<file path="src/rtl/jlt_pkg.sv">
// Shared types and constants for the Jack tokenizer core.
// Holds the result and run formats, token type codes and the keyword table.
// No dependencies.
package jlt_pkg;

    localparam int NUM_KW  = 21;
    localparam int RUN_MAX = 4;

    // token type codes
    localparam logic [2:0] TT_KEYWORD = 3'd0;
    localparam logic [2:0] TT_SYMBOL  = 3'd1;
    localparam logic [2:0] TT_IDENT   = 3'd2;
    localparam logic [2:0] TT_INT     = 3'd3;
    localparam logic [2:0] TT_STRING  = 3'd4;
    localparam logic [2:0] TT_INVALID = 3'd5;

    localparam logic [14:0] INT_SAT      = 15'd32767;
    localparam logic [20:0] KW_ALL_ALIVE = 21'h1FFFFF;

    localparam logic [7:0] CH_SLASH      = 8'h2F;
    localparam logic [7:0] CH_STAR       = 8'h2A;
    localparam logic [7:0] CH_QUOTE      = 8'h22;
    localparam logic [7:0] CH_UNDERSCORE = 8'h5F;
    localparam logic [7:0] CH_NEWLINE    = 8'h0A;

    // keyword text, right-justified, and its length
    localparam logic [87:0] KW_STR [NUM_KW] = '{
        "class", "method", "function", "constructor", "int", "boolean", "char",
        "void", "var", "static", "field", "let", "do", "if", "else", "while",
        "return", "true", "false", "null", "this"};

    localparam logic [3:0] KW_LEN [NUM_KW] = '{
        4'd5, 4'd6, 4'd8, 4'd11, 4'd3, 4'd7, 4'd4,
        4'd4, 4'd3, 4'd6, 4'd5, 4'd3, 4'd2, 4'd2, 4'd4, 4'd5,
        4'd6, 4'd4, 4'd5, 4'd4, 4'd4};

    typedef struct packed {
        logic        kind;
        logic [7:0]  char_value;
        logic [2:0]  token_type;
        logic [4:0]  keyword_code;
        logic [14:0] int_value;
    } t_result;

    // all results caused by one accepted byte
    typedef struct packed {
        logic [2:0]                count;
        t_result [RUN_MAX-1:0]     item;
    } t_run;

    // character at position idx of keyword k, zero past its end
    function automatic logic [7:0] kw_char(input int k, input logic [3:0] idx);
        logic [87:0] s;
        logic [3:0]  sh;
        logic [7:0]  c;
        s = KW_STR[k];
        c = 8'h00;
        if (idx < KW_LEN[k]) begin
            sh = KW_LEN[k] - 4'd1 - idx;
            c  = s[{sh, 3'b000} +: 8];
        end
        return c;
    endfunction

endpackage

</file>
<file path="src/rtl/jlt_front.sv">
// Scanner front end: holds the scan state and classifies each accepted byte.
// Builds the run of up to four results that the byte causes.
// Depends on jlt_pkg.
module jlt_front (
    input  logic          i_clk,
    input  logic          i_rst_n,
    input  logic          i_accept,
    input  logic [7:0]    i_byte_value,
    input  logic          i_end_of_text,
    output logic          o_push,
    output jlt_pkg::t_run o_run
);
    import jlt_pkg::*;

    localparam logic [2:0] M_IDLE   = 3'd0;
    localparam logic [2:0] M_SLASH  = 3'd1;
    localparam logic [2:0] M_LINE   = 3'd2;
    localparam logic [2:0] M_BLOCK  = 3'd3;
    localparam logic [2:0] M_STAR   = 3'd4;
    localparam logic [2:0] M_STRING = 3'd5;
    localparam logic [2:0] M_INT    = 3'd6;
    localparam logic [2:0] M_WORD   = 3'd7;

    logic [2:0]  r_mode,  n_mode;
    logic [20:0] r_alive, n_alive;
    logic [3:0]  r_widx,  n_widx;
    logic [14:0] r_acc,   n_acc;

    logic [2:0]  s_mode;
    logic [20:0] s_alive;
    logic [3:0]  s_widx;
    logic [14:0] s_acc;
    t_result     st0, st1, pre0, pre1;
    logic [1:0]  st_cnt, pre_cnt, eff_cnt;
    logic        do_start;
    t_run        run;

    function automatic logic is_space(input logic [7:0] b);
        return b inside {8'd32, [8'd9:8'd13]};
    endfunction

    function automatic logic is_digit(input logic [7:0] b);
        return b inside {["0":"9"]};
    endfunction

    function automatic logic is_alpha(input logic [7:0] b);
        return b inside {["a":"z"], ["A":"Z"]};
    endfunction

    function automatic logic is_sym(input logic [7:0] b);
        return b inside {"{", "}", "(", ")", "[", "]", ".", ",", ";", "+", "-",
                         "*", "/", "&", "|", "<", ">", "=", "~"};
    endfunction

    function automatic logic [20:0] word_take(input logic [20:0] alive,
                                              input logic [3:0] idx,
                                              input logic [7:0] b);
        logic [20:0] nxt;
        for (int k = 0; k < NUM_KW; k++) begin
            nxt[k] = alive[k] && (idx < KW_LEN[k]) && (kw_char(k, idx) == b);
        end
        return nxt;
    endfunction

    function automatic logic [14:0] int_take(input logic [14:0] acc,
                                             input logic [7:0] b);
        logic [19:0] v;
        v = ({5'd0, acc} << 3) + ({5'd0, acc} << 1) + {16'd0, b[3:0]};
        return (v > {5'd0, INT_SAT}) ? INT_SAT : v[14:0];
    endfunction

    function automatic t_result mk_text(input logic [7:0] b);
        t_result r;
        r = '0;
        r.char_value = b;
        return r;
    endfunction

    function automatic t_result mk_end(input logic [2:0] tt, input logic [4:0] kw,
                                       input logic [14:0] iv);
        t_result r;
        r = '0;
        r.kind         = 1'b1;
        r.token_type   = tt;
        r.keyword_code = kw;
        r.int_value    = iv;
        return r;
    endfunction

    function automatic t_result word_end(input logic [20:0] alive, input logic [3:0] widx);
        t_result r;
        r = mk_end(TT_IDENT, 5'd0, 15'd0);
        // scan downwards so the lowest matching keyword wins
        for (int k = NUM_KW - 1; k >= 0; k--) begin
            if (alive[k] && KW_LEN[k] == widx) begin
                r = mk_end(TT_KEYWORD, 5'(k), 15'd0);
            end
        end
        return r;
    endfunction

    // classification of a byte seen from idle
    always_comb begin
        s_mode  = M_IDLE;
        s_alive = KW_ALL_ALIVE;
        s_widx  = 4'd0;
        s_acc   = 15'd0;
        st0     = mk_text(i_byte_value);
        st1     = mk_end(TT_INVALID, 5'd0, 15'd0);
        st_cnt  = 2'd0;
        if (is_space(i_byte_value)) begin
            st_cnt = 2'd0;
        end else if (i_byte_value == CH_SLASH) begin
            s_mode = M_SLASH;
        end else if (is_sym(i_byte_value)) begin
            st1    = mk_end(TT_SYMBOL, 5'd0, 15'd0);
            st_cnt = 2'd2;
        end else if (i_byte_value == CH_QUOTE) begin
            s_mode = M_STRING;
        end else if (is_digit(i_byte_value)) begin
            s_mode = M_INT;
            s_acc  = int_take(15'd0, i_byte_value);
            st_cnt = 2'd1;
        end else if (is_alpha(i_byte_value) || i_byte_value == CH_UNDERSCORE) begin
            s_mode  = M_WORD;
            s_alive = word_take(KW_ALL_ALIVE, 4'd0, i_byte_value);
            s_widx  = 4'd1;
            st_cnt  = 2'd1;
        end else begin
            st_cnt = 2'd2;
        end
    end

    always_comb begin
        n_mode   = r_mode;
        n_alive  = r_alive;
        n_widx   = r_widx;
        n_acc    = r_acc;
        pre0     = mk_text(CH_SLASH);
        pre1     = mk_end(TT_SYMBOL, 5'd0, 15'd0);
        pre_cnt  = 2'd0;
        do_start = 1'b0;
        if (i_end_of_text) begin
            case (r_mode)
                M_WORD: begin
                    pre0    = word_end(r_alive, r_widx);
                    pre_cnt = 2'd1;
                end
                M_INT: begin
                    pre0    = mk_end(TT_INT, 5'd0, r_acc);
                    pre_cnt = 2'd1;
                end
                M_STRING: begin
                    pre0    = mk_end(TT_STRING, 5'd0, 15'd0);
                    pre_cnt = 2'd1;
                end
                M_SLASH: begin
                    pre_cnt = 2'd2;
                end
                default: begin
                    pre_cnt = 2'd0;
                end
            endcase
            n_mode  = M_IDLE;
            n_alive = KW_ALL_ALIVE;
            n_widx  = 4'd0;
            n_acc   = 15'd0;
        end else begin
            case (r_mode)
                M_IDLE: begin
                    do_start = 1'b1;
                end
                M_SLASH: begin
                    if (i_byte_value == CH_SLASH) begin
                        n_mode = M_LINE;
                    end else if (i_byte_value == CH_STAR) begin
                        n_mode = M_BLOCK;
                    end else begin
                        // emit the held slash as a symbol, then rescan
                        pre_cnt  = 2'd2;
                        do_start = 1'b1;
                    end
                end
                M_LINE: begin
                    if (i_byte_value == CH_NEWLINE) begin
                        n_mode = M_IDLE;
                    end
                end
                M_BLOCK: begin
                    if (i_byte_value == CH_STAR) begin
                        n_mode = M_STAR;
                    end
                end
                M_STAR: begin
                    if (i_byte_value == CH_SLASH) begin
                        n_mode = M_IDLE;
                    end else if (i_byte_value != CH_STAR) begin
                        n_mode = M_BLOCK;
                    end
                end
                M_STRING: begin
                    pre_cnt = 2'd1;
                    if (i_byte_value == CH_QUOTE) begin
                        pre0    = mk_end(TT_STRING, 5'd0, 15'd0);
                        n_mode  = M_IDLE;
                        n_alive = KW_ALL_ALIVE;
                        n_widx  = 4'd0;
                        n_acc   = 15'd0;
                    end else begin
                        pre0 = mk_text(i_byte_value);
                    end
                end
                M_INT: begin
                    pre_cnt = 2'd1;
                    if (is_digit(i_byte_value)) begin
                        n_acc = int_take(r_acc, i_byte_value);
                        pre0  = mk_text(i_byte_value);
                    end else begin
                        pre0     = mk_end(TT_INT, 5'd0, r_acc);
                        do_start = 1'b1;
                    end
                end
                default: begin
                    pre_cnt = 2'd1;
                    if (is_alpha(i_byte_value) || is_digit(i_byte_value) ||
                        i_byte_value == CH_UNDERSCORE) begin
                        n_alive = word_take(r_alive, r_widx, i_byte_value);
                        n_widx  = (r_widx == 4'd15) ? r_widx : r_widx + 4'd1;
                        pre0    = mk_text(i_byte_value);
                    end else begin
                        pre0     = word_end(r_alive, r_widx);
                        do_start = 1'b1;
                    end
                end
            endcase
        end
        if (do_start) begin
            n_mode  = s_mode;
            n_alive = s_alive;
            n_widx  = s_widx;
            n_acc   = s_acc;
        end
    end

    // pack the closing results ahead of the new token's results
    always_comb begin
        eff_cnt   = do_start ? st_cnt : 2'd0;
        run.count = {1'b0, pre_cnt} + {1'b0, eff_cnt};
        case (pre_cnt)
            2'd0: begin
                run.item[0] = st0;
                run.item[1] = st1;
                run.item[2] = st0;
            end
            2'd1: begin
                run.item[0] = pre0;
                run.item[1] = st0;
                run.item[2] = st1;
            end
            default: begin
                run.item[0] = pre0;
                run.item[1] = pre1;
                run.item[2] = st0;
            end
        endcase
        run.item[3] = st1;
    end

    assign o_push = i_accept && (run.count != 3'd0);
    assign o_run  = run;

    always_ff @(posedge i_clk) begin
        if (!i_rst_n) begin
            r_mode  <= M_IDLE;
            r_alive <= KW_ALL_ALIVE;
            r_widx  <= 4'd0;
            r_acc   <= 15'd0;
        end else if (i_accept) begin
            r_mode  <= n_mode;
            r_alive <= n_alive;
            r_widx  <= n_widx;
            r_acc   <= n_acc;
        end
    end

endmodule

</file>
<file path="src/rtl/jlt_run_fifo.sv">
// Short queue of result runs between the scanner and the output sequencer.
// Depends on jlt_pkg.
module jlt_run_fifo #(
    parameter int DEPTH = 4
) (
    input  logic          i_clk,
    input  logic          i_rst_n,
    input  logic          i_push,
    input  jlt_pkg::t_run i_data,
    input  logic          i_pop,
    output jlt_pkg::t_run o_data,
    output logic          o_empty,
    output logic          o_full
);
    import jlt_pkg::*;

    localparam int PW = (DEPTH > 1) ? $clog2(DEPTH) : 1;
    localparam int CW = $clog2(DEPTH + 1);
    localparam logic [PW-1:0] LAST_PTR = PW'(DEPTH - 1);

    t_run          r_mem [DEPTH];
    logic [PW-1:0] r_wptr, r_rptr;
    logic [CW-1:0] r_count;
    logic          do_push, do_pop;

    assign o_full  = (r_count == CW'(DEPTH));
    assign o_empty = (r_count == '0);
    assign do_push = i_push && !o_full;
    assign do_pop  = i_pop && !o_empty;
    assign o_data  = r_mem[r_rptr];

    always_ff @(posedge i_clk) begin
        if (do_push) begin
            r_mem[r_wptr] <= i_data;
        end
    end

    always_ff @(posedge i_clk) begin
        if (!i_rst_n) begin
            r_wptr  <= '0;
            r_rptr  <= '0;
            r_count <= '0;
        end else begin
            if (do_push) begin
                r_wptr <= (r_wptr == LAST_PTR) ? '0 : r_wptr + PW'(1);
            end
            if (do_pop) begin
                r_rptr <= (r_rptr == LAST_PTR) ? '0 : r_rptr + PW'(1);
            end
            if (do_push && !do_pop) begin
                r_count <= r_count + CW'(1);
            end else if (do_pop && !do_push) begin
                r_count <= r_count - CW'(1);
            end
        end
    end

endmodule

</file>
<file path="src/rtl/jlt_back.sv">
// Output sequencer: presents queued runs one result a cycle unless stalled.
// Marks the last result of each run. Depends on jlt_pkg.
module jlt_back (
    input  logic             i_clk,
    input  logic             i_rst_n,
    input  jlt_pkg::t_run    i_fifo_data,
    input  logic             i_fifo_empty,
    output logic             o_pop,
    input  logic             i_out_stall,
    output logic             o_out_valid,
    output jlt_pkg::t_result o_result,
    output logic             o_last
);
    import jlt_pkg::*;

    localparam int IW = $clog2(RUN_MAX);

    logic          r_busy;
    t_run          r_run;
    logic [IW-1:0] r_idx;
    logic          sent, last;

    assign sent  = r_busy && !i_out_stall;
    assign last  = ({{(3-IW){1'b0}}, r_idx} == (r_run.count - 3'd1));
    assign o_pop = !i_fifo_empty && (!r_busy || (sent && last));

    assign o_out_valid = r_busy;
    assign o_result    = r_run.item[r_idx];
    assign o_last      = last;

    always_ff @(posedge i_clk) begin
        if (o_pop) begin
            r_run <= i_fifo_data;
        end
    end

    always_ff @(posedge i_clk) begin
        if (!i_rst_n) begin
            r_busy <= 1'b0;
            r_idx  <= '0;
        end else if (o_pop) begin
            r_busy <= 1'b1;
            r_idx  <= '0;
        end else if (sent) begin
            if (last) begin
                r_busy <= 1'b0;
            end else begin
                r_idx <= r_idx + IW'(1);
            end
        end
    end

endmodule

</file>
<file path="src/rtl/jack_language_tokenizer_core.sv">
// Top level of the Jack tokenizer: scanner front end, run queue, output sequencer.
// Depends on jlt_pkg, jlt_front, jlt_run_fifo and jlt_back.
//
//  channel | direction | handshake                 | payload
//  --------+-----------+---------------------------+---------------------------------------
//  input   | in        | i_in_valid / o_in_stall   | byte_value, end_of_text
//  output  | out       | o_out_valid / i_out_stall | kind, char_value, token_type,
//          |           |                           | keyword_code, int_value, last_of_run
//
// One byte is taken per cycle while the run queue has room; each byte yields 0 to 4 results.
// Results leave one per cycle unless stalled, via the queue memory then the run register.
// Sustained rate is one byte per cycle while runs average one result or less; the output
// port's single result per cycle sets the limit, and o_in_stall rises when the queue fills.
// Reset is synchronous and clears the scan state, the queue and the output register.
module jack_language_tokenizer_core #(
    parameter int P_QUEUE_DEPTH = 4
) (
    input  logic        i_clk,
    input  logic        i_rst_n,
    input  logic        i_in_valid,
    output logic        o_in_stall,
    input  logic [7:0]  i_byte_value,
    input  logic        i_end_of_text,
    output logic        o_out_valid,
    input  logic        i_out_stall,
    output logic        o_kind,
    output logic [7:0]  o_char_value,
    output logic [2:0]  o_token_type,
    output logic [4:0]  o_keyword_code,
    output logic [14:0] o_int_value,
    output logic        o_last_of_run
);
    import jlt_pkg::*;

    logic    accept, push, pop, q_empty, q_full;
    t_run    push_run, head_run;
    t_result result;

    assign o_in_stall = q_full;
    assign accept     = i_in_valid && !q_full;

    jlt_front u_front (
        .i_clk         (i_clk),
        .i_rst_n       (i_rst_n),
        .i_accept      (accept),
        .i_byte_value  (i_byte_value),
        .i_end_of_text (i_end_of_text),
        .o_push        (push),
        .o_run         (push_run)
    );

    jlt_run_fifo #(
        .DEPTH (P_QUEUE_DEPTH)
    ) u_queue (
        .i_clk   (i_clk),
        .i_rst_n (i_rst_n),
        .i_push  (push),
        .i_data  (push_run),
        .i_pop   (pop),
        .o_data  (head_run),
        .o_empty (q_empty),
        .o_full  (q_full)
    );

    jlt_back u_back (
        .i_clk        (i_clk),
        .i_rst_n      (i_rst_n),
        .i_fifo_data  (head_run),
        .i_fifo_empty (q_empty),
        .o_pop        (pop),
        .i_out_stall  (i_out_stall),
        .o_out_valid  (o_out_valid),
        .o_result     (result),
        .o_last       (o_last_of_run)
    );

    assign o_kind         = result.kind;
    assign o_char_value   = result.char_value;
    assign o_token_type   = result.token_type;
    assign o_keyword_code = result.keyword_code;
    assign o_int_value    = result.int_value;

endmodule

</file>
<file path="config.mk">
export PLATFORM = sky130hd
export DESIGN_NAME = jack_language_tokenizer_core
export DESIGN_NICKNAME = d
export VERILOG_FILES = /design/src/rtl/jlt_pkg.sv /design/src/rtl/jlt_front.sv /design/src/rtl/jlt_run_fifo.sv /design/src/rtl/jlt_back.sv /design/src/rtl/jack_language_tokenizer_core.sv
export SDC_FILE = /design/constraint.sdc
export NUM_CORES = 1
export LEC_CHECK = 0
export ABC_AREA = 0
export CAP_MARGIN = 5
export CORE_MARGIN = 2
export CORE_UTILIZATION = 64
export CTS_CLUSTER_DIAMETER = 80
export DETAILED_ROUTE_END_ITERATION = 6
export DONT_BUFFER_PORTS = 1
export PLACE_DENSITY = 0.8
export SLEW_MARGIN = 25
export SYNTH_ARGS = -nofsm -noshare
export SYNTH_HDL_FRONTEND = slang
export SYNTH_SLANG_ARGS = --single-unit
</file>
<file path="constraint.sdc">
create_clock -name i_clk -period 7.1 [get_ports i_clk]
set_input_delay 1.42 -clock i_clk [delete_from_list [all_inputs] [get_ports i_clk]]
set_output_delay 1.42 -clock i_clk [all_outputs]
set_load 0.01 [all_outputs]
</file>
After elaboration in Yosys (flattened, before gate mapping) --
Memories as Yosys holds them, arrays and structs flattened. A register that Yosys moved wholly into a read port is not among the register bits. Index checks and enable logic that the tools add are counted.
Storage, ports and cells: bits in registers 62, latch bits 0, memory bits (writable) 488, ROM bits 0, input bits 13, output and inout bits 35, logic and storage cells 551, memories kept 1
Memory list:
- u_queue.r_mem | depth 4, bits a word 122, read ports 1, clocked after memory_dff 1, wr ports 1, line jlt_run_fifo.sv:21 | t_run r_mem [DEPTH];
Cells by class: $add $sub $neg 18, $mul 0, divide/modulo/power cells 0, $lt $le $gt $ge 19, equal/unequal tests 88, shift-type cells 21, mux-type cells 279, bitwise logic cells 2, reductions and logical operators 112
Operators by type and width (number):
- $shiftx A88 B8 Y8 const A | 21
- $mux W8 | 168
- $mux W32 | 13
- $mux W22 | 13
- $eq A8 B8 Y1 | 35
- $mux W21 | 10
- $pmux W32 S3 | 2
- $pmux W96 S2 | 1
- $mux W15 | 11
- $eq A8 B6 Y1 const B | 15
- $logic_and A1 B1 Y1 | 76
- $mux W23 | 3
- $bmux W32 S2 | 1
- $eq A8 B7 Y1 const B | 7
- $mux W3 | 17
- $pmux W21 S2 | 1
- $mux W4 | 10
- $pmux W15 S2 | 1
- $mux W2 | 12
- $add A20 B4 Y20 | 1
- $gt A20 B15 Y1 const B | 1
- $add A18 B16 Y19 | 1
- $reduce_bool A19 Y1 | 1
- $eq A3 B4 Y1 const A | 4
- 59 further kinds | 114

Depth between registers and ports, before layout --
Gate-level depths: netlist (run 1).
depth after elaboration 27, mapped depth 20, mapped depth without buffers 17

Hierarchy --
A second synthesis (run 1) with hierarchy kept.
Unflattened totals: cells, all modules 2003, area total of the unflattened synthesis 31896.8 sq um
Modules (own cells, without submodules):
- jlt_run_fifo | times used 1, cells each 736, area an instance 19383.6 sq um, seq. area each 15915.3 sq um
- jlt_front | times used 1, cells each 1075, area an instance 7554.7 sq um, seq. area each 860.8 sq um
- jlt_back | times used 1, cells each 191, area an instance 4944.7 sq um, seq. area each 3993.8 sq um
- jack_language_tokenizer_core | times used 1, cells each 1, area an instance 13.8 sq um, seq. area each 0.0 sq um

Least setup slack after synthesis (run 1) --
OpenSTA, ideal clock, no wires.
kind input -> register, start point in i_byte_value[2], end point mem u_queue.r_mem[0][0] in the netlist's numbering, enable pin, setup time 420 ps, arrival time 5262 ps, required time 6680 ps, path slack 1418 ps, stages 15, buffers on the path 3, cell sequence buf_6 -> or2_1 -> buf_2 -> a2111o_1 -> a22o_1 -> nor2b_1 -> nand2_1 -> nor2_1 -> ha_1 -> inv_1 -> fa_1 -> inv_1 -> o31a_1 -> clkbuf_1 -> and2_1
RTL lines:
- from (decl) | line jack_language_tokenizer_core.sv:22 | input logic [7:0] i_byte_value,
- to (decl) | line jlt_run_fifo.sv:21

==> flow_metrics.py, run 1 <==
metrics = {
    "timing": {
        "finalSetupViolations": 0,
        "min_period_ps": 5100,
        "timing.fmax_mhz": 196,
        "fin_worst_skew_ps": 19.2,
        "tightest_slew_ps": 989,
        "finalCritPeriodShare_pct": 71.9,
        "relSlewSlack_pct": 33.5,
        "setup_tns_ps": 0,
        "rsz0062_at_grt": "false",
        "hold_viol_final": 0,
        "drv_slew": 0,
    },
    "placement": {
        "numPortBuffers": 0,
        "place.gp.congestion": 0.998,
        "dp_cells": 1747,
        "hpwlAfterDp_microns": 30600,
    },
    "floorplan": {
        "coreArea_sq_mm": 0.0270,
        "dieArea_sq_mm": 0.0288,
        "die_x_microns": 170,
        "rows": 60,
        "start_util_pct": 65.2,
        "die_y_microns": 170,
        "num_io_pins": 48,
    },
    "yosys": {
        "synth_compound_area_share_pct": 13.3,
        "ys_ff_latch": 333,
        "avgSynthCellArea_sq_um": 11.8,
        "synth-seq-area-share_pct": 53.9,
        "yosys.area_share.adder_pct": 3.95,
        "synth_area_sq_mm": 0.0176,
        "netlist_top_cells_area": "edfxtp_1 48%, mux4_2 7.3%, dfxtp_1 6.0%, ha_1 3.5%, xnor2_1 2.8%",
        "synth_edf_count": 280,
        "yosys.area_share.xor_xnor_pct": 3.75,
        "yosys.area_share.simple_pct": 13.4,
        "synth_warnings": 0,
        "synth_cell_type_count": 100,
        "synth_top_area_share_pct": 47.9,
        "synth.mux.area_fraction_pct": 8.45,
        "synthArstFlopShare_pct": 0,
        "synth_top_family_by_area": "simple AND/OR/NAND/NOR gates",
        "synth_cells": 1487,
        "synth_nets": 1553,
        "synth-main-ff-cell": "edfxtp_1",
        "yosysTopAreaCell": "edfxtp_1",
    },
    "route": {
        "avgViaCountPerCell": 6.99,
        "firstDrtPassIters": 5,
        "vias": 12600,
        "initialDrtViolationCount": 1850,
        "drc": 0,
        "wl_per_cell_microns": 25.8,
        "wl_microns": 46600,
        "detail-route-antenna-nets": 0,
    },
    "worst_setup_path": {
        "criticalPathCategory": "in2reg",
        "critPathSlowestCell": "a21oi_1",
        "slowest_delay_ps": 620,
        "cp.required_ps": 7240,
        "crit_path_max_fanout": 35,
        "cp_top_family": "compound AO/OA/AOI/OAI gates",
        "start_kind": "primary input",
        "endpoint_kind": "flip-flop",
        "worst_ep_arrival_time_ps": 5240,
        "worst-path-buf-inv": 4,
        "crit_chain": "inv_1 -> nor2_1 -> o211ai_1 -> a21oi_1 -> nor2_1 -> nor2_1 -> ha_1 -> inv_1 -> fa_1 -> inv_1 -> o31a_1 -> and2_2 -> buf_4",
    },
    "clocking": {
        "clk-insertion-delay-late_ps": 520,
        "clk_path_buf_depth": 3,
        "postCtsHoldBufs": 0,
        "cts-root-buf": "clkbuf_16",
        "ctsHtreeMaxLevel": 2,
        "clock_sinks": 333,
        "cts_resized": 0,
        "clkTransAtPathRegs_ps": 60,
        "cts_inserted_buffers": 34,
        "postCtsSetupBuffers": 0,
        "cts_tree": "yes",
    },
    "cells_and_area": {
        "stdcell_count": 1806,
        "drive_gt1_share_pct": 10.8,
        "multiInputGateArea_sq_mm": 0.00754,
        "diodes": 0,
        "nets": 1508,
        "area_growth_syn_to_layout_pct": 6.69,
        "nFillCells": 1820,
        "register_area_sq_mm": 0.00947,
    },
    "grt": {
        "antenna_found_initial": 0,
        "gr-total-overflow": 0,
        "grt_start_max_net_pins": 59,
        "grt_pass1_wl_microns": 71800,
        "met2_usage_pct": 53.0,
        "gr-usage-met3_pct": 4.94,
        "grt-busiest-layer": "met2",
        "gr-usage-met1_pct": 45.3,
        "grt_usage_pct": 32.9,
        "grt_pass1_vias": 12100,
    },
    "power": {
        "ir_drop_uv": 200,
        "p_per_area_mw_per_mm2": 302,
        "cellLeakagePower_uw": 0.00643,
    },
    "min_path": {
        "hold_class": "reg2reg",
    },
    "job": {
        "cap_violations": 0,
    },
    "outcome": {
        "status": "finished clean",
    },
}
[worst paths after layout]
kind,from,to,slack [ps],cells past startpoint
worst max-delay path,i_byte_value[6],u_queue.r_mem[3][91],2000,13
worst min register to register,u_front.r_alive[5],u_front.r_alive[5],490,2
worst max register to register,u_front.r_mode[0],u_queue.r_mem[3][91],2290,10
worst min-delay path,u_front.r_alive[5],u_front.r_alive[5],490,2
[placed cells by master (no fill, tap or decap), types with 5 or more instances in the layout]
cell type,instances
and2_1,47
o22ai_1,9
inv_1,38
or3_1,12
nor4_1,13
o311ai_1,6
a31oi_1,14
nand4_1,10
mux4_2,57
xnor2_1,56
buf_4,15
xor2_1,16
or2_2,5
ha_1,49
a22oi_1,15
edfxtp_1,280
o211ai_1,23
a21oi_1,58
dfxtp_1,51
nand3_1,35
o21ai_0,95
a221o_1,12
o31ai_1,13
a211oi_1,6
clkinv_1,10
a21o_1,11
nor2b_1,21
clkbuf_1,6
nor2_1,104
nand2_1,127
clkbuf_16,34
nor3_1,36
mux2i_1,20
o32ai_1,8
nand2b_1,8
and3_1,12
[sequential cells by signal (all words and copies together), names as in the netlist]
register,cells
u_back.r_idx,2
u_front.r_acc,15
u_back.o_out_valid,1
u_front.r_alive,21
u_front.r_widx,4
u_queue.r_count,3
u_queue.r_rptr,2
u_back.r_run,56
u_queue.r_wptr,2
u_front.r_mode,3
u_queue.r_mem,224
[synth_stat cells (6+ instances only)]
master	count
a211oi_1	6
a21oi_1	58
xnor2_1	56
nor2_1	105
nand2b_1	8
xor2_1	16
nor2b_1	21
o211ai_1	23
clkbuf_1	66
mux4_2	57
o21ai_0	96
or3_1	12
o311ai_1	6
buf_1	16
nor4_1	13
inv_1	39
a21o_1	11
o22ai_1	9
nand3_1	35
a31oi_1	14
mux2i_1	20
o32ai_1	8
and2_1	51
a221o_1	12
o31ai_1	13
nand2_1	127
a22oi_1	15
edfxtp_1	280
and3_1	12
dfxtp_1	53
nand4_1	10
ha_1	49
buf_2	11
nor3_1	36
[cells by family after synthesis]
kind of cell | Yosys count
AO/OA/AOI/OAI | 345
XOR/XNOR | 73
adder cells (fa/ha/maj) | 53
buffers and inverters | 139
flip-flops | 333
multiplexers | 77
AND/OR/NAND/NOR | 467
[metrics by stage]
stage          hold slack, ps  area [sq um]  setup slack, ps  util, %  total power (uW)
5_1_grt                   525         18700             1770     69.5              5870
6_report                  487         18700             2000     69.5              5660
2_1_floorplan             447         17600             1420        -              3690
3_3_place_gp              460         17700             1760     65.7              3960
3_5_place_dp              471         17700             1620     65.7              4020
4_1_cts                   488         18700             2090     69.5              5670
[area by class of cell]
| type | instances | share of cell area (%) |
|---|---|---|
| Inverter | 42 | 0.855 |
| Clock inverter | 16 | 0.534 |
| Clock buffer | 43 | 4.88 |
| Multi-Input combinational cell | 1015 | 40.2 |
| Sequential cell | 333 | 50.6 |
| Timing Repair Buffer | 16 | 0.661 |
| Tap cell | 341 | 2.28 |
[per-layer routing]
| metal | share of wire, % | wire length (microns) | vias to the layer above |
|---|---|---|---|
| li1 | - | - | 5566 |
| met1 | 40 | 18600 | 6119 |
| met2 | 47 | 21900 | 774 |
| met3 | 8.3 | 3850 | 160 |
| met4 | 4.8 | 2230 | 0 |
| met5 | 0 | 0 | - |
[tightest hold or removal path, stage by stage (launching register included)]
cell and delay [ps]:
dfxtp_1 320, nand2_1 50, o211ai_1 70
[power breakdown]
part	total [uW]	internal, uW	switching, uW
Sequential	2670	2510	162
Clock	1640	918	718
Combinational	1350	524	828
Power figures use the tool's default switching activity.
==> run 2: changes to the inputs <==
--- a/config.mk
+++ b/config.mk
@@ -8,11 +8,11 @@
 export ABC_AREA = 0
 export CAP_MARGIN = 5
 export CORE_MARGIN = 2
-export CORE_UTILIZATION = 64
+export CORE_UTILIZATION = 58
 export CTS_CLUSTER_DIAMETER = 80
 export DETAILED_ROUTE_END_ITERATION = 6
 export DONT_BUFFER_PORTS = 1
-export PLACE_DENSITY = 0.8
+export PLACE_DENSITY = 0.76
 export SLEW_MARGIN = 25
 export SYNTH_ARGS = -nofsm -noshare
 export SYNTH_HDL_FRONTEND = slang
==> constraint.sdc (replaced) <==
create_clock -name i_clk -period 4.3 [get_ports i_clk]
set_input_delay 0.86 -clock i_clk [delete_from_list [all_inputs] [get_ports i_clk]]
set_output_delay 0.86 -clock i_clk [all_outputs]
set_load 0.01 [all_outputs]
==> flow_metrics.py, run 2 (same netlist as run 1, synthesis figures left out) <==
metrics = {
    "outcome": {
        "status": "finished clean",
    },
    "timing": {
        "drv_slew": 0,
        "hold_viol_final": 0,
        "tightest_slew_ps": 1060,
        "timing.fmax_mhz": 266,
        "rsz0062_at_grt": "false",
        "finalCritPeriodShare_pct": 87.4,
        "fin_worst_skew_ps": 27.8,
        "min_period_ps": 3760,
        "setup_tns_ps": 0,
        "finalSetupViolations": 0,
        "relSlewSlack_pct": 28.8,
    },
    "power": {
        "ir_drop_uv": 306,
        "cellLeakagePower_uw": 0.00670,
        "p_per_area_mw_per_mm2": 496,
        "total_power_uw": 9560,
    },
    "cells_and_area": {
        "top_register": "u_queue.r_mem",
        "largest_register_ffs": 224,
        "fin_util_pct": 64.9,
        "drive_gt1_share_pct": 14.1,
        "nets": 1553,
        "diodes": 0,
        "reg_top3": "u_queue.r_mem (224), u_back.r_run (56), u_front.r_alive (21)",
        "final_common_cell": "edfxtp_1",
        "layout_common_cells": "280 x edfxtp_1, 126 x nand2_1, 104 x nor2_1, 95 x o21ai_0, 58 x a21oi_1",
        "area_growth_syn_to_layout_pct": 9.81,
    },
    "floorplan": {
        "die_x_microns": 178,
        "dieArea_sq_mm": 0.0317,
        "start_util_pct": 59.1,
        "die_y_microns": 178,
        "coreArea_sq_mm": 0.0297,
        "rows": 63,
        "num_io_pins": 48,
    },
    "worst_setup_path": {
        "reg2regPathDepth": 17,
        "criticalPathCategory": "in2reg",
        "start_kind": "primary input",
        "worst_ep_arrival_time_ps": 4210,
        "cp.required_ps": 4750,
        "endpoint_kind": "flip-flop",
        "crit_path_max_fanout": 10,
    },
    "clocking": {
        "cts_resized": 0,
        "clock_sinks": 333,
        "clkTransAtPathRegs_ps": 60,
        "ctsHtreeMaxLevel": 2,
        "clk-insertion-delay-late_ps": 530,
        "clk_path_buf_depth": 3,
        "cts-root-buf": "clkbuf_16",
        "postCtsSetupBuffers": 0,
        "cts_inserted_buffers": 34,
        "postCtsHoldBufs": 0,
        "cts_tree": "yes",
    },
    "placement": {
        "numPortBuffers": 0,
        "hpwlAfterDp_microns": 30800,
        "place.gp.congestion": 0.976,
    },
    "grt": {
        "grt_pass1_vias": 12100,
        "grt_pass1_wl_microns": 70100,
        "grt_usage_pct": 29.3,
        "grt_start_max_net_pins": 45,
        "gr-total-overflow": 0,
        "antenna_found_initial": 0,
    },
    "route": {
        "wl_microns": 45900,
        "wl_per_cell_microns": 24.1,
        "vias": 12500,
        "drc": 0,
        "avgViaCountPerCell": 6.58,
        "firstDrtPassIters": 6,
        "initialDrtViolationCount": 1456,
        "detail-route-antenna-nets": 0,
    },
    "min_path": {
        "whs_path_depth": 1,
        "hold_class": "in2reg",
    },
    "job": {
        "cap_violations": 0,
    },
}
==> run 2: cell types whose count changed in the layout (fill, tap and decap cells not counted), sizes merged <==
cell / previous run / this run
inv: 42 / 39
bufinv: 0 / 1
clkbuf: 43 / 46
clkinvlp: 1 / 2
buf: 16 / 61
==> run 2: area by class of cell <==
| type | instances | area, sq um |
|---|---|---|
| Clock inverter | 15 | 160 |
| Multi-Input combinational cell | 1015 | 7570 |
| Timing Repair Buffer | 61 | 508 |
| Fill cell | 2165 | 10400 |
| Tap cell | 390 | 488 |
| Inverter | 42 | 158 |
| Clock buffer | 46 | 936 |
| Sequential cell | 333 | 9470 |
==> run 2: critical path, stage by stage <==
cell and delay [ps]:
or2_2 330, a2111o_1 360, a22o_1 250, nor2b_4 150, nand2_2 60, nor2_1 50, ha_1 180, inv_1 70
fa_1 420, inv_2 70, o31a_1 220, ha_4 180, inv_2 40, fa_2 360, xor2_1 160, or3_1 310
a21oi_1 120
==> run 2: power breakdown <==
part | total (uW) | switching [uW] | internal (uW)
registers | 4460 | 322 | 4140
clock network | 2840 | 1220 | 1620
logic | 2270 | 1310 | 952
total | 9560 | 2860 | 6710
==> run 2: layer usage <==
metal / global-route usage [%] / wire (microns) / vias to the layer above
met2: 47.1 / 21600 / 615
met5: 0 / 0 / -
met4: 12.5 / 2180 / 0
met3: 4.35 / 3430 / 136
li1: - / - / 5662
met1: 40.0 / 18600 / 6108
==> run 2: worst paths after layout <==
path / startpoint / end / slack, ps
worst max-delay path: i_byte_value[6] / u_queue.r_count[2] / 540
worst min-delay path: i_rst_n / u_front.r_alive[14] / 440
worst max register to register: u_front.r_mode[1] / u_queue.r_count[2] / 640
worst min register to register: u_front.r_alive[5] / u_front.r_alive[5] / 500
==> run 2: metrics by stage <==
step | instance area, sq um | setup WS (ps) | hold WS (ps) | std cells
detailed placement | 18200 | 48.7 | 476 | 1841
global placement | 18200 | 134 | 466 | 1841
CTS | 19300 | 555 | 424 | 1902
finish | 19300 | 542 | 435 | 1902
floorplan | 17600 | -37.3 | 447 | 1487
global route | 19300 | 383 | 415 | 1902
==> run 3: changes to the inputs <==
--- a/config.mk
+++ b/config.mk
@@ -5,8 +5,7 @@
 export SDC_FILE = /design/constraint.sdc
 export NUM_CORES = 1
 export LEC_CHECK = 0
-export ABC_AREA = 0
-export CAP_MARGIN = 5
+export CAP_MARGIN = 0
 export CORE_MARGIN = 2
 export CORE_UTILIZATION = 58
 export CTS_CLUSTER_DIAMETER = 80
==> constraint.sdc (replaced) <==
create_clock -name i_clk -period 3.3 [get_ports i_clk]
set_input_delay 0.66 -clock i_clk [delete_from_list [all_inputs] [get_ports i_clk]]
set_output_delay 0.66 -clock i_clk [all_outputs]
set_load 0.01 [all_outputs]
==> flow_metrics.py, run 3 (same netlist as run 1, synthesis figures left out) <==
metrics = {
    "outcome": {
        "status": "finished with violations",
        "violations": "DRC, setup timing",
    },
    "cells_and_area": {
        "largest_register_ffs": 224,
        "drive_gt1_share_pct": 20.7,
        "nets": 1639,
        "top_register": "u_queue.r_mem",
        "area_growth_syn_to_layout_pct": 15.0,
        "final_common_cell": "edfxtp_1",
        "layout_common_cells": "280 x edfxtp_1, 131 x buf_4, 125 x nand2_1, 101 x nor2_1, 93 x o21ai_0",
        "stdcell_count": 1986,
        "diodes": 0,
        "reg_top3": "u_queue.r_mem (224), u_back.r_run (56), u_front.r_alive (21)",
        "fin_util_pct": 68.0,
    },
    "worst_setup_path": {
        "criticalPathCategory": "in2reg",
        "reg2reg_setup_slack_ps": 10,
        "cp.required_ps": 3740,
        "crit_path_max_fanout": 39,
        "start_kind": "primary input",
        "endpoint_kind": "flip-flop",
        "worstReg2RegEnd": "u_queue.r_count[2]",
        "worst_ep_arrival_time_ps": 3840,
        "r2r_start": "u_front.r_mode[1]",
        "reg2regPathDepth": 17,
    },
    "clocking": {
        "clock_sinks": 333,
        "ctsHtreeMaxLevel": 2,
        "postCtsHoldBufs": 0,
        "clk-insertion-delay-late_ps": 520,
        "clk_path_buf_depth": 3,
        "clkTransAtPathRegs_ps": 60,
        "cts_tree": "yes",
        "cts-root-buf": "clkbuf_16",
        "cts_inserted_buffers": 34,
    },
    "min_path": {
        "min-delay-start": "i_rst_n",
        "min_to": "u_front.r_alive[10]",
        "whs_path_depth": 1,
        "hold_class": "in2reg",
    },
    "route": {
        "drc": 8,
        "initialDrtViolationCount": 1665,
        "wl_microns": 47700,
        "vias": 13000,
        "avgViaCountPerCell": 6.54,
        "wl_per_cell_microns": 24.0,
        "detail-route-antenna-nets": 0,
        "firstDrtPassIters": 7,
    },
    "power": {
        "cellLeakagePower_uw": 0.00716,
        "p_per_area_mw_per_mm2": 624,
        "total_power_uw": 12600,
        "ir_drop_uv": 418,
    },
    "grt": {
        "antenna_found_initial": 0,
        "gr-total-overflow": 0,
        "grt_start_max_net_pins": 45,
        "grt_pass1_vias": 12500,
        "grt_usage_pct": 30.3,
        "grt_pass1_wl_microns": 72400,
    },
    "timing": {
        "layout_setup_ws_ps": -98.4,
        "finalCritPeriodShare_pct": 103,
        "drv_slew": 0,
        "timing.fmax_mhz": 294,
        "min_period_ps": 3400,
        "rsz0062_at_grt": "true",
        "relSlewSlack_pct": 45.8,
        "finalSetupViolations": 1,
        "hold_slack_ps": 240,
        "fin_worst_skew_ps": 23.2,
        "hold_viol_final": 0,
        "tightest_slew_ps": 810,
    },
    "floorplan": {
        "die_x_microns": 178,
        "num_io_pins": 48,
        "die_y_microns": 178,
        "start_util_pct": 59.1,
        "coreArea_sq_mm": 0.0297,
        "rows": 63,
        "dieArea_sq_mm": 0.0317,
    },
    "job": {
        "cap_violations": 0,
    },
    "placement": {
        "place.gp.congestion": 0.995,
        "numPortBuffers": 0,
        "dp_cells": 1920,
        "hpwlAfterDp_microns": 32600,
    },
}
## run 3: cell types whose count changed in the layout (fill, tap and decap cells not counted), moves of 4 or more
cell | previous run | this run
and2_2 | 4 | 0
and2_4 | 0 | 4
buf_12 | 4 | 14
buf_4 | 57 | 131
clkbuf_1 | 8 | 2
clkinv_1 | 6 | 10
dfxtp_1 | 51 | 45
dfxtp_2 | 1 | 7
## run 3: power breakdown
| part | total [uW] | internal [uW] | switching [uW] |
|---|---|---|---|
| Sequential | 5780 | 5390 | 393 |
| Clock | 3610 | 2040 | 1560 |
| Combinational | 3220 | 1420 | 1800 |
## run 3: worst max-delay path, cell delays in order
cell and delay, ps:
or2_4 260, a2111o_1 380, a22o_1 200, nor2b_4 140, nand2_2 60, nor2_2 40
ha_2 170, inv_2 50, fa_1 410, inv_2 70, o31a_1 200, ha_4 150
inv_2 40, fa_2 340, xor2_1 160, or3_1 340, a21oi_2 140
## run 3: worst max path at each step
stage                     from                 end  slack [ps]  depth (start not counted)
4_1_cts        i_byte_value[1]  u_queue.r_count[2]       -0.05                         17
3_3_place_gp   i_byte_value[1]  u_queue.r_count[2]        -490                         17
3_5_place_dp   i_byte_value[1]  u_queue.r_count[2]        -540                         17
5_1_grt        i_byte_value[6]  u_queue.r_count[2]        -260                         15
2_1_floorplan  i_byte_value[2]  u_queue.r_count[2]        -740                         20
6_report       i_byte_value[1]  u_queue.r_count[2]        -100                         17
## run 3: area by class of cell
type                    instances  area (sq um)
multi-input cells            1015          7750
fillers                      2089          9510
flip-flops and latches        333          9480
clock buffers                  39           900
inverters                      42           163
repair buffers                147          1290
clock inverters                20           145
well taps                     390           488
## run 3: timing repair
item | 4_1_cts | 5_1_grt
hold endpoints to repair | 0 | 0
gates resized for setup | 9 | 28
endpoints found under the setup margin | 13 | 17
buffers inserted | 1 | 6
pin swaps | 3 | 16
## run 3: routing by layer
metal	GRT usage [%]	share of wire [%]
met5	0	0
met1	40.3	40
met3	4.45	7.6
met2	50.7	49
met4	11.4	4.0
## run 3: per-stage QoR
step	TNS [ps]	instance area, sq um	setup WS [ps]
CTS	-0.0515	20000	-0.0515
finish	-98.4	20200	-98.4
global placement	-44260	18900	-494
floorplan	-114740	17700	-742
global route	-1610	20200	-257
detailed placement	-55170	18900	-537
